File: config.mk
export PLATFORM = sky130hd
export DESIGN_NAME = storage_image_verifier_flat
export DESIGN_NICKNAME = d
export VERILOG_FILES = /design/src/design/siv_pkg.sv /design/src/design/siv_if.sv /design/src/design/storage_image_verifier.sv /design/src/flat_wrapper.sv
export SDC_FILE = /design/constraint.sdc
export NUM_CORES = 2
export LEC_CHECK = 0
export ABC_AREA = 0
export BUFFER_PORTS_ARGS = -buffer_cell sky130_fd_sc_hd__buf_2
export CORE_AREA = 2 2 364 366
export DETAILED_ROUTE_END_ITERATION = 6
export DIE_AREA = 0 0 366 368
export PLACE_DENSITY = 0.65
export SYNTH_ARGS = -nofsm -noshare
export SYNTH_HDL_FRONTEND = slang
export SYNTH_SLANG_ARGS = --single-unit
File: constraint.sdc
create_clock -name clk_i -period 8.17 [get_ports clk_i]
set_clock_uncertainty 0.15 [all_clocks]
set_input_delay 1.634 -clock clk_i [delete_from_list [all_inputs] [get_ports clk_i]]
set_output_delay 1.634 -clock clk_i [all_outputs]
set_load 0.01 [all_outputs]
File: src/design/siv_pkg.sv
// ----------------------------------------------------------------------------
// Flash image verifier package
// Shared types, register indexes, header constants and the FNV-1a 64 step.
// ----------------------------------------------------------------------------
package siv_pkg;

  // Configuration port geometry.
  localparam int unsigned CFG_INDEX_BITS = 3;
  localparam int unsigned CFG_DATA_BITS  = 32;

  // Expected section lengths are carried at this width.
  localparam int unsigned LEN_BITS = 48;

  // Configuration register indexes.
  localparam logic [CFG_INDEX_BITS-1:0] REG_FORMAT_KIND      = 3'd0;
  localparam logic [CFG_INDEX_BITS-1:0] REG_PAGE_BYTES       = 3'd1;
  localparam logic [CFG_INDEX_BITS-1:0] REG_SPARE_BYTES      = 3'd2;
  localparam logic [CFG_INDEX_BITS-1:0] REG_PAGES_EACH_BLOCK = 3'd3;
  localparam logic [CFG_INDEX_BITS-1:0] REG_BLOCKS_TOTAL     = 3'd4;
  localparam logic [CFG_INDEX_BITS-1:0] REG_NOR_BYTES        = 3'd5;

  // Image header constants.
  localparam logic [31:0] NAND_MAGIC    = 32'h334f_4956;
  localparam logic [31:0] NOR_MAGIC     = 32'h524f_4e56;
  localparam logic [31:0] IMAGE_VERSION = 32'd1;
  localparam logic [31:0] FLAG_HASHED   = 32'd1;

  // FNV-1a 64 constants.
  localparam logic [63:0] FNV_BASIS = 64'hcbf2_9ce4_8422_2325;

  // Verdict reported with each image.
  typedef enum logic [2:0] {
    ST_OK        = 3'd0,
    ST_FORMAT    = 3'd1,
    ST_VERSION   = 3'd2,
    ST_GEOMETRY  = 3'd3,
    ST_TRUNCATED = 3'd4,
    ST_CHECKSUM  = 3'd5,
    ST_TRAILING  = 3'd6
  } status_e;

  // One FNV-1a 64 step. The prime is 2^40 + 2^8 + 0xb3, so the product is a
  // short sum of shifted copies.
  function automatic logic [63:0] fnv_step(input logic [63:0] h, input logic [7:0] b);
    logic [63:0] x;
    x = h ^ {56'd0, b};
    return (x << 40) + (x << 8) + (x << 7) + (x << 5) + (x << 4) + (x << 1) + x;
  endfunction

endpackage

File: src/design/siv_if.sv
// ----------------------------------------------------------------------------
// Flash image verifier channels
// Valid/ready channels for image bytes, results and configuration writes.
// ----------------------------------------------------------------------------

// Image byte channel.
interface siv_byte_if import siv_pkg::*; ();
  logic       valid;
  logic       ready;
  logic [7:0] data_byte;
  logic       last_byte;

  modport source (output valid, output data_byte, output last_byte, input ready);
  modport sink   (input valid, input data_byte, input last_byte, output ready);
endinterface

// Result channel, one word per image.
interface siv_result_if import siv_pkg::*; ();
  logic        valid;
  logic        ready;
  logic [2:0]  status;
  logic [63:0] computed_hash;

  modport source (output valid, output status, output computed_hash, input ready);
  modport sink   (input valid, input status, input computed_hash, output ready);
endinterface

// Configuration write channel.
interface siv_cfg_if import siv_pkg::*; ();
  logic                      valid;
  logic                      ready;
  logic [CFG_INDEX_BITS-1:0] index;
  logic [CFG_DATA_BITS-1:0]  value;

  modport source (output valid, output index, output value, input ready);
  modport sink   (input valid, input index, input value, output ready);
endinterface

File: src/design/storage_image_verifier.sv
// ----------------------------------------------------------------------------
// Flash image verifier
// Checks a NAND or NOR image file streamed one byte per word and reports one
// status and the FNV-1a 64 payload hash at the byte marked last.
// ----------------------------------------------------------------------------
// The block takes one image byte every clock cycle while byte ready is high.
// Header checks, the hash step and the section counters are combinational,
// and the status word of an image is registered at its last byte into the
// output register, or into a one-word skid stage while the output register
// holds an untaken word. A stalled result sink stops the byte stream only
// when both hold a word. The expected NAND payload length comes from two
// registered multiplies over the geometry registers: after reset and after
// every configuration write, byte ready is held low while these products settle.
module storage_image_verifier import siv_pkg::*; #(
  parameter int unsigned POSITION_BITS = 48
) (
  input  logic       clk_i,
  input  logic       rst_ni,
  siv_cfg_if.sink    cfg_i,
  siv_byte_if.sink   byte_i,
  siv_result_if.source result_o
);

  // Phase codes.
  localparam logic [2:0] PH_HEADER  = 3'd0;
  localparam logic [2:0] PH_PAYLOAD = 3'd1;
  localparam logic [2:0] PH_TRAILER = 3'd2;
  localparam logic [2:0] PH_END     = 3'd3;
  localparam logic [2:0] PH_EXCESS  = 3'd4;
  localparam logic [2:0] PH_FAULT   = 3'd5;

  localparam logic [1:0] RECALC_CYCLES = 2'd3;

  // Configuration registers.
  logic        fmt_q;
  logic [15:0] page_q;
  logic [11:0] spare_q;
  logic [12:0] ppb_q;
  logic [16:0] blocks_q;
  logic [26:0] nor_q;

  // Length products.
  logic [29:0]         pages_q;
  logic [16:0]         psum_q;
  logic [LEN_BITS-1:0] marks_q;
  logic [LEN_BITS-1:0] plen_q;
  logic [1:0]          recalc_q;

  // Image state.
  logic [2:0]               phase_q, phase_d;
  logic [POSITION_BITS-1:0] pos_q, pos_d, pos_inc;
  logic [31:0]              wg_q, wg_d;
  status_e                  verdict_q, verdict_d;
  logic                     trl_q, trl_d;
  logic [63:0]              hash_q, hash_d;
  logic [63:0]              tg_q, tg_d;
  logic                     bad_q, bad_d;

  // Result side.
  logic        out_valid_q, skid_valid_q;
  status_e     out_status_q, skid_status_q;
  logic [63:0] out_hash_q, skid_hash_q;
  logic        res_new;
  status_e     res_status;
  logic [63:0] res_hash;

  logic                byte_fire, out_fire;
  logic [LEN_BITS-1:0] pay_len;
  logic [LEN_BITS-1:0] pos_ext, pos_inc_ext;
  logic [5:0]          hdr_len;
  logic [2:0]          word_idx;
  logic [31:0]         wg_new;
  status_e             code;
  status_e             end_st;

  assign cfg_i.ready  = 1'b1;
  assign byte_i.ready = (recalc_q == 2'd0) && !skid_valid_q;
  assign byte_fire    = byte_i.valid && byte_i.ready;
  assign out_fire     = out_valid_q && result_o.ready;

  assign result_o.valid         = out_valid_q;
  assign result_o.status        = out_status_q;
  assign result_o.computed_hash = out_hash_q;

  // Configuration writes.
  always_ff @(posedge clk_i or negedge rst_ni) begin
    if (!rst_ni) begin
      fmt_q    <= 1'b0;
      page_q   <= 16'd2048;
      spare_q  <= 12'd64;
      ppb_q    <= 13'd64;
      blocks_q <= 17'd4096;
      nor_q    <= 27'd1048576;
    end else if (cfg_i.valid && cfg_i.ready) begin
      case (cfg_i.index)
        REG_FORMAT_KIND:      fmt_q    <= cfg_i.value[0];
        REG_PAGE_BYTES:       page_q   <= cfg_i.value[15:0];
        REG_SPARE_BYTES:      spare_q  <= cfg_i.value[11:0];
        REG_PAGES_EACH_BLOCK: ppb_q    <= cfg_i.value[12:0];
        REG_BLOCKS_TOTAL:     blocks_q <= cfg_i.value[16:0];
        REG_NOR_BYTES:        nor_q    <= cfg_i.value[26:0];
        default: ;
      endcase
    end
  end

  // Hold off bytes while the length products settle.
  always_ff @(posedge clk_i or negedge rst_ni) begin
    if (!rst_ni) begin
      recalc_q <= RECALC_CYCLES;
    end else if (cfg_i.valid && cfg_i.ready) begin
      recalc_q <= RECALC_CYCLES;
    end else if (recalc_q != 2'd0) begin
      recalc_q <= recalc_q - 2'd1;
    end
  end

  // Bad-block marks start after all pages; the marks follow, one per block.
  always_ff @(posedge clk_i) begin
    pages_q <= 30'(ppb_q) * 30'(blocks_q);
    psum_q  <= 17'(page_q) + 17'(spare_q);
    marks_q <= LEN_BITS'(47'(pages_q) * 47'(psum_q));
    plen_q  <= marks_q + LEN_BITS'(blocks_q);
  end

  assign pay_len     = fmt_q ? LEN_BITS'(nor_q) : plen_q;
  assign hdr_len     = fmt_q ? 6'd16 : 6'd32;
  assign pos_inc     = (pos_q == '1) ? pos_q : pos_q + 1'b1;
  assign pos_ext     = LEN_BITS'(pos_q);
  assign pos_inc_ext = LEN_BITS'(pos_inc);
  assign word_idx    = pos_inc[4:2] - 3'd1;
  assign wg_new      = {byte_i.data_byte, wg_q[31:8]};

  // Header word check, valid when a whole word has been gathered.
  always_comb begin
    code = ST_OK;
    if (!fmt_q) begin
      case (word_idx)
        3'd0: if (wg_new != NAND_MAGIC) code = ST_FORMAT;
        3'd1: if (wg_new != IMAGE_VERSION) code = ST_VERSION;
        3'd2: if (wg_new != 32'(page_q)) code = ST_GEOMETRY;
        3'd3: if (wg_new != 32'(spare_q)) code = ST_GEOMETRY;
        3'd4: if (wg_new != 32'(ppb_q)) code = ST_GEOMETRY;
        3'd5: if (wg_new != 32'(blocks_q)) code = ST_GEOMETRY;
        3'd6: if ((wg_new & ~FLAG_HASHED) != 32'd0) code = ST_TRAILING;
        default: if (wg_new != 32'd0) code = ST_TRAILING;
      endcase
    end else begin
      case (word_idx)
        3'd0: if (wg_new != NOR_MAGIC) code = ST_FORMAT;
        3'd1: if (wg_new != IMAGE_VERSION) code = ST_VERSION;
        3'd2: if (wg_new != 32'(nor_q)) code = ST_GEOMETRY;
        3'd3: if ((wg_new & ~FLAG_HASHED) != 32'd0) code = ST_TRAILING;
        default: ;
      endcase
    end
  end

  // Per-byte state update.
  always_comb begin
    phase_d    = phase_q;
    pos_d      = pos_q;
    wg_d       = wg_q;
    verdict_d  = verdict_q;
    trl_d      = trl_q;
    hash_d     = hash_q;
    tg_d       = tg_q;
    bad_d      = bad_q;
    res_new    = 1'b0;
    res_status = ST_OK;
    res_hash   = hash_q;
    end_st     = ST_OK;

    if (byte_fire) begin
      case (phase_q)
        PH_HEADER: begin
          wg_d  = wg_new;
          pos_d = pos_inc;
          if (pos_inc[1:0] == 2'd0) begin
            // The flag word also sets whether a trailer follows.
            if ((!fmt_q && word_idx == 3'd6) || (fmt_q && word_idx == 3'd3)) begin
              trl_d = wg_new[0];
            end
            if (code != ST_OK && (verdict_q == ST_OK ||
                (!fmt_q && code == ST_TRAILING && verdict_q == ST_GEOMETRY))) begin
              verdict_d = code;
            end
          end
          if (pos_inc >= POSITION_BITS'(hdr_len)) begin
            if (verdict_d != ST_OK) begin
              phase_d = PH_FAULT;
            end else begin
              pos_d = '0;
              if (pay_len == '0) begin
                phase_d = trl_d ? PH_TRAILER : PH_END;
              end else begin
                phase_d = PH_PAYLOAD;
              end
            end
          end
        end
        PH_PAYLOAD: begin
          hash_d = fnv_step(hash_q, byte_i.data_byte);
          if (!fmt_q && pos_ext >= marks_q && byte_i.data_byte > 8'd1) begin
            bad_d = 1'b1;
          end
          pos_d = pos_inc;
          if (pos_inc_ext >= pay_len) begin
            pos_d   = '0;
            phase_d = trl_q ? PH_TRAILER : PH_END;
          end
        end
        PH_TRAILER: begin
          tg_d  = {byte_i.data_byte, tg_q[63:8]};
          pos_d = pos_inc;
          if (pos_inc >= POSITION_BITS'(8)) begin
            phase_d = PH_END;
          end
        end
        PH_END: begin
          phase_d = PH_EXCESS;
        end
        default: ;
      endcase

      // The last byte closes the image and starts a fresh one.
      if (byte_i.last_byte) begin
        // End verdict: hash mismatch, then a bad mark, then bytes past the end.
        if (trl_d && (tg_d != hash_d)) begin
          end_st = ST_CHECKSUM;
        end else if (bad_d) begin
          end_st = ST_FORMAT;
        end else if (phase_d == PH_EXCESS) begin
          end_st = ST_TRAILING;
        end else begin
          end_st = ST_OK;
        end
        res_new  = 1'b1;
        res_hash = hash_d;
        case (phase_d)
          PH_FAULT:  res_status = verdict_d;
          PH_END:    res_status = end_st;
          PH_EXCESS: res_status = end_st;
          default:   res_status = ST_TRUNCATED;
        endcase
        phase_d   = PH_HEADER;
        pos_d     = '0;
        wg_d      = '0;
        verdict_d = ST_OK;
        trl_d     = 1'b0;
        hash_d    = FNV_BASIS;
        tg_d      = '0;
        bad_d     = 1'b0;
      end
    end
  end

  // Image state registers.
  always_ff @(posedge clk_i or negedge rst_ni) begin
    if (!rst_ni) begin
      phase_q   <= PH_HEADER;
      pos_q     <= '0;
      wg_q      <= '0;
      verdict_q <= ST_OK;
      trl_q     <= 1'b0;
      hash_q    <= FNV_BASIS;
      tg_q      <= '0;
      bad_q     <= 1'b0;
    end else begin
      phase_q   <= phase_d;
      pos_q     <= pos_d;
      wg_q      <= wg_d;
      verdict_q <= verdict_d;
      trl_q     <= trl_d;
      hash_q    <= hash_d;
      tg_q      <= tg_d;
      bad_q     <= bad_d;
    end
  end

  // Result valid flags: output register first, skid word behind it.
  always_ff @(posedge clk_i or negedge rst_ni) begin
    if (!rst_ni) begin
      out_valid_q  <= 1'b0;
      skid_valid_q <= 1'b0;
    end else if (skid_valid_q) begin
      if (out_fire) begin
        skid_valid_q <= 1'b0;
      end
    end else if (res_new) begin
      if (out_valid_q && !out_fire) begin
        skid_valid_q <= 1'b1;
      end else begin
        out_valid_q <= 1'b1;
      end
    end else if (out_fire) begin
      out_valid_q <= 1'b0;
    end
  end

  // Result payload registers.
  always_ff @(posedge clk_i) begin
    if (skid_valid_q) begin
      if (out_fire) begin
        out_status_q <= skid_status_q;
        out_hash_q   <= skid_hash_q;
      end
    end else if (res_new) begin
      if (out_valid_q && !out_fire) begin
        skid_status_q <= res_status;
        skid_hash_q   <= res_hash;
      end else begin
        out_status_q <= res_status;
        out_hash_q   <= res_hash;
      end
    end
  end

endmodule

File: src/flat_wrapper.sv
// flat-port wrapper written by rule: the top's interface ports become plain ports
module storage_image_verifier_flat import siv_pkg::*;
#(
  parameter int unsigned POSITION_BITS = 48
)
  (clk_i, rst_ni, cfg_i_valid, cfg_i_index, cfg_i_value, cfg_i_ready, byte_i_valid, byte_i_data_byte, byte_i_last_byte, byte_i_ready, result_o_valid, result_o_status, result_o_computed_hash, result_o_ready);
  siv_cfg_if cfg_i_i ();
  siv_byte_if byte_i_i ();
  siv_result_if result_o_i ();
  input  logic clk_i;
  input  logic rst_ni;
  input wire logic [$bits(cfg_i_i.valid)-1:0] cfg_i_valid;
  input wire logic [$bits(cfg_i_i.index)-1:0] cfg_i_index;
  input wire logic [$bits(cfg_i_i.value)-1:0] cfg_i_value;
  output wire logic [$bits(cfg_i_i.ready)-1:0] cfg_i_ready;
  input wire logic [$bits(byte_i_i.valid)-1:0] byte_i_valid;
  input wire logic [$bits(byte_i_i.data_byte)-1:0] byte_i_data_byte;
  input wire logic [$bits(byte_i_i.last_byte)-1:0] byte_i_last_byte;
  output wire logic [$bits(byte_i_i.ready)-1:0] byte_i_ready;
  output wire logic [$bits(result_o_i.valid)-1:0] result_o_valid;
  output wire logic [$bits(result_o_i.status)-1:0] result_o_status;
  output wire logic [$bits(result_o_i.computed_hash)-1:0] result_o_computed_hash;
  input wire logic [$bits(result_o_i.ready)-1:0] result_o_ready;
  assign cfg_i_i.valid = cfg_i_valid;
  assign cfg_i_i.index = cfg_i_index;
  assign cfg_i_i.value = cfg_i_value;
  assign cfg_i_ready = cfg_i_i.ready;
  assign byte_i_i.valid = byte_i_valid;
  assign byte_i_i.data_byte = byte_i_data_byte;
  assign byte_i_i.last_byte = byte_i_last_byte;
  assign byte_i_ready = byte_i_i.ready;
  assign result_o_valid = result_o_i.valid;
  assign result_o_status = result_o_i.status;
  assign result_o_computed_hash = result_o_i.computed_hash;
  assign result_o_i.ready = result_o_ready;
  storage_image_verifier #(.POSITION_BITS(POSITION_BITS)) u_core (.clk_i(clk_i), .rst_ni(rst_ni), .cfg_i(cfg_i_i), .byte_i(byte_i_i), .result_o(result_o_i));
endmodule
* Yosys cells after proc, flatten, opt, wreduce, memory -nomap -nowiden
Cells that the tools add are included. Widths: inputs -> output; s select.
Word-level totals: register bits after elaboration 582, bits of input ports 49, output and inout port bits 70, logic and storage cells 206
Cells by class: $add $sub $neg 11, $mul 2, order comparisons 5, eq/ne operators 32, muxes and demuxes 83, bitwise logic cells 2, reductions and logical operators 46
Operator list (number):
- $mux 64 | 12
- $add 64x64->64 | 6
- $mux 48 | 6
- $pmux 48 s3 | 1
- $mux 3 | 25
- $mux 32 | 2
- $ne 64x64->1 | 1
- $reduce_bool 32->1 | 2
- $xor 64x8->64 | 1
- $add 47x17->48 | 1
- $add 48x1->48 const B | 1
- $eq 48x48->1 const B | 1
- $ge 48x4->1 const B | 1
- $ge 48x47->1 | 1
- $ge 48x48->1 | 1
- $ge 48x6->1 | 1
- $logic_not 48->1 | 1
- $mul 30x17->47 | 1
- $ne 32x1->1 const B | 1
- $ne 32x12->1 | 1
- $ne 32x13->1 | 1
- $ne 32x16->1 | 1
- $ne 32x17->1 | 1
- $ne 32x27->1 | 1
- 30 further kinds | 110

* Depth between registers and ports, before layout
depth in word-level cells 30, mapped depth 28, gate-level depth less buffers 27

* Worst setup path before layout
OpenSTA, ideal clock, no wires.
kind input port to flip-flop, start point in byte_i_data_byte[4], end point reg u_core.out_status_q[0] (netlist: u_core.result_o.status[0]) (data pin), setup time 0.269 ns, arrival 7.892 ns, required time 7.751 ns, slack -0.142 ns, cell stages on the path 23, buffers on the path 2, cells stage by stage clkbuf_1 -> xor2_1 -> fa_1 -> fa_1 -> inv_1 -> fa_1 -> fa_1 -> inv_1 -> ha_1 -> clkbuf_1 -> nand4_1 -> nor4_1 -> a2111o_1 -> o21a_1 -> a211oi_1 -> nor2_1 -> a211o_1 -> xnor2_1 -> or4_1 -> nor4_1 -> nand4b_1 -> o31ai_1 -> o211ai_1
On the way: word-level cells in the longest chain between the ends 26, elaborated cells between the ends (all ways) 69
RTL lines:
- start: declaration | line flat_wrapper.sv:17 | input wire logic [$bits(byte_i_i.data_byte)-1:0] byte_i_data_byte;
- parallel branches: the longest is 20 deep, another holds $add 64x64->64
- $pmux 3 s2 (*) | line storage_image_verifier.sv:240 | case (phase_d)
- $mux 3 (*) | line storage_image_verifier.sv:227 | if (byte_i.last_byte) begin
- $mux 3 (*) | line storage_image_verifier.sv:174 | if (byte_fire) begin
- $mux 3 (*) | line storage_image_verifier.sv:309 | if (out_valid_q && !out_fire) begin
- $mux 3 (*) | line storage_image_verifier.sv:308 | end else if (res_new) begin
- $mux 3 (*) | line storage_image_verifier.sv:303 | if (skid_valid_q) begin
- end signal: assignment | line storage_image_verifier.sv:305 | out_status_q <= skid_status_q;
- end signal: assignment | line storage_image_verifier.sv:313 | out_status_q <= res_status;
- end: declaration | line storage_image_verifier.sv:61 | status_e out_status_q, skid_status_q;
Every way passes the cells marked *. The select of a mux whose other input is x is not followed. A chain may end at the register's enable or synchronous reset.

* Worst setup path after layout
start point in byte_i_data_byte[7], end point reg u_core.out_status_q[0] (netlist: u_core.result_o.status[0]) (data pin)
The elaborated chain is that of the path after synthesis.

==> results.py <==
metrics = {
    "layout": {
        "area_growth_pct": 10.35,
        "final_common_cell": "inv_1",
        "mostFrequentLayoutCells": "979 x inv_1, 893 x nand2_1, 837 x fa_1, 429 x ha_1, 374 x buf_4",
        "finalNonFillerCells": 8976,
        "drive_gt1_share_pct": 12.63,
        "layout.nets": 8479,
    },
    "sta": {
        "clock.fmax_mhz": 126.3,
        "min_period_ns": 7.921,
        "setup_viol": 0,
        "layout_setup_ws_ns": 0.2494,
        "timing.slew.headroom_pct": 20.62,
        "tightest_slew_ns": 1.185,
        "hold_viol": 0,
        "period_share_pct": 96.95,
        "final-max-slew-violation-count": 0,
    },
    "worst_setup_path": {
        "startpoint": "byte_i_data_byte[7]",
        "crit_path_end_kind": "register",
        "critPathMaxFanout": 4,
        "reg2reg_slack_ns": 0.50,
        "r2r-end": "u_core.marks_q[44]$_DFF_P_",
        "slowest_stage": "fa_1",
        "path_buf_inv": 7,
        "crit_cells": 26,
        "cp.required_ns": 8.45,
        "crit_family": "compound AO/OA/AOI/OAI gates",
        "worst_ep_arrival_time_ns": 8.20,
        "cp-start-kind": "primary input",
        "r2r_cells": 25,
        "path_class": "primary input to register",
        "max_stage_delay_ns": 0.55,
        "critPathCapture": "u_core.result_o.status[0]$_DFFE_PP_",
        "rr_startpoint": "u_core.pages_q[7]$_DFF_P_",
    },
    "routing": {
        "drc": 0,
        "via_count": 51850,
        "drt_iter0_markers": 4561,
        "dr.pass1.iters": 6,
        "ant_nets": 0,
        "routedWlPerCell_um": 22.32,
        "viasPerCell": 5.777,
        "drt_wl_total_um": 200300,
    },
    "clock_network": {
        "cts.sinks": 574,
        "cts_buffer_depth": 3,
        "clk_pin_slew_ns": 0.06,
        "h-tree-depth": 3,
        "cts_made_buffers": 69,
        "cts_root_buf": "clkbuf_16",
        "tritoncts": "yes",
        "clk_latency_ns": 0.69,
    },
    "global_routing": {
        "grt_usage_pct": 29.97,
        "met1_usage_pct": 38.36,
        "grt_max_degree": 169,
        "use_met3_pct": 5.333,
        "overflow": 0,
        "use_met2_pct": 49.31,
        "grt_pass1_vias": 53320,
        "antenna_found_initial": 6,
        "grt_pass1_wl_um": 313400,
        "busiest_layer": "met2",
    },
    "yosys": {
        "synth_area_per_cell_um2": 9.305,
        "synth_area_mm2": 0.06497,
        "synth-main-ff-cell": "dfrtp_1",
        "synth_edf_count": 134,
        "ys_warn_count": 0,
        "synth.distinct_cells": 104,
        "yosys_register_bits": 574,
        "synth_seq_area_share_pct": 22.11,
        "synthCells": 6982,
        "async_flop_share_pct": 51.92,
        "synth_nets": 8297,
    },
    "placed_design": {
        "gp_congestion": 0.9792,
        "hpwlAfterDp_um": 156900,
        "io_buffers": 112,
        "post-place-ws_ns": -0.6274,
        "place_inst": 8846,
    },
    "run_status": {
        "status": "finished, final reports clean",
    },
    "floorplanning": {
        "rows": 133,
        "start_util_pct": 49.67,
        "dieArea_mm2": 0.1347,
        "die_h_um": 368,
        "io_pins": 119,
        "core_area_mm2": 0.1308,
        "chipWidth_um": 366,
    },
    "min_path": {
        "min_path_type": "register to register",
    },
    "run": {
        "drv_cap": 0,
    },
}
==> flip-flops by register name, summed over array words and instances, names as in the netlist, 2 cells and up <==
signal	count
u_core.result_o.status	3
u_core.hash_q	64
u_core.wg_q	24
u_core.skid_hash_q	64
u_core.marks_q	47
u_core.skid_status_q	3
u_core.pos_ext	48
u_core.pages_q	30
u_core.blocks_q	17
u_core.psum_q	17
u_core.result_o.computed_hash	64
u_core.nor_q	27
u_core.phase_q	3
u_core.plen_q	48
u_core.ppb_q	13
u_core.tg_q	64
u_core.page_q	16
u_core.verdict_q	3
u_core.spare_q	12
u_core.recalc_q	2
==> cell type report <==
cell class,instances,area [um^2]
Inverter,979,3675
Multi-Input combinational cell,5049,45640
Antenna cell,1,2.502
Tap cell,1755,2196
Timing Repair Buffer,491,3496
Fill cell,11870,59100
Clock inverter,28,297.8
Sequential cell,574,14370
Clock buffer,99,2014
==> stage by stage <==
stage	setup TNS (ns)	cell area [um^2]	hold WS (ns)	util [%]
after detailed placement	-3.908	69260	0.3015	52.95
after global placement	-4.727	69260	0.2996	52.95
final	0	71690	0.3068	54.81
after floorplan	0	65000	0.2839	-
after global routing	-0.01208	71690	0.3251	54.81
after CTS	0	71570	0.2973	54.72
==> layer usage <==
metal / vias to the layer above / part of all wire, %
li1: 23430 / -
met1: 26060 / 40
met2: 1921 / 47
met3: 440 / 7.0
met4: 8 / 5.6
met5: - / 0.025
==> cells in the mapped netlist (13+ instances only) <==
library cell	instances	area, um^2
a2111oi_0	16	140.1
a211oi_1	28	210.2
a21boi_0	23	172.7
a21o_1	87	653.1
a21oi_1	243	1216
a22o_1	57	499.2
a22oi_1	82	615.6
a31oi_1	29	181.4
and2_1	237	1483
and3_1	45	281.5
and4_1	13	113.9
buf_1	20	75.07
buf_2	36	180.2
clkbuf_1	310	1164
dfrtp_1	263	6581
dfstp_2	35	919.6
dfxtp_1	142	2843
edfxtp_1	134	4024
fa_1	837	16760
ha_1	429	5368
inv_1	979	3675
mux2_2	172	1937
mux2i_1	102	1021
nand2_1	897	3367
nand2b_1	21	131.4
nand3_1	98	490.5
nand4_1	93	581.8
nor2_1	267	1002
nor2b_1	40	250.2
nor3_1	101	505.5
nor4_1	54	337.8
o2111ai_1	13	113.9
o211ai_1	32	240.2
o21a_1	40	300.3
o21ai_0	296	1481
o21bai_1	24	180.2
o22ai_1	34	212.7
o31ai_1	32	240.2
or2_2	22	137.6
or3_1	29	181.4
or4_1	14	105.1
xnor2_1	241	2111
xor2_1	111	972.2
==> worst min path at each step <==
stage	start	to	slack [ns]	cells after the start
after floorplan	u_core.marks_q[29]$_DFF_P_	u_core.plen_q[29]$_DFF_P_	0.28	1
after global placement	u_core.marks_q[29]$_DFF_P_	u_core.plen_q[29]$_DFF_P_	0.30	1
after detailed placement	u_core.marks_q[29]$_DFF_P_	u_core.plen_q[29]$_DFF_P_	0.30	1
after CTS	u_core.marks_q[26]$_DFF_P_	u_core.plen_q[26]$_DFF_P_	0.30	1
after global routing	u_core.marks_q[26]$_DFF_P_	u_core.plen_q[26]$_DFF_P_	0.33	1
final	u_core.marks_q[29]$_DFF_P_	u_core.plen_q[29]$_DFF_P_	0.31	1
==> kinds of logic after synthesis <==
family / share of synthesized area, %
XOR/XNOR: 4.780
AO/OA/AOI/OAI: 11.84
AND/OR/NAND/NOR: 14.66
flip-flops: 22.11
buffers and inverters: 7.979
adder cells (fa/ha/maj): 34.07
multiplexers: 4.553
other: 0.005772
==> repair_timing <==
action	in CTS	in global routing
hold buffers	0	0
resized for setup	0	20
hold endpoints to repair	0	0
setup buffers	0	2
setup endpoints to repair	0	9
Power is left out: the tool's default activity adds up to more than one toggle a clock period on the data nets, which glitch-free logic cannot reach.
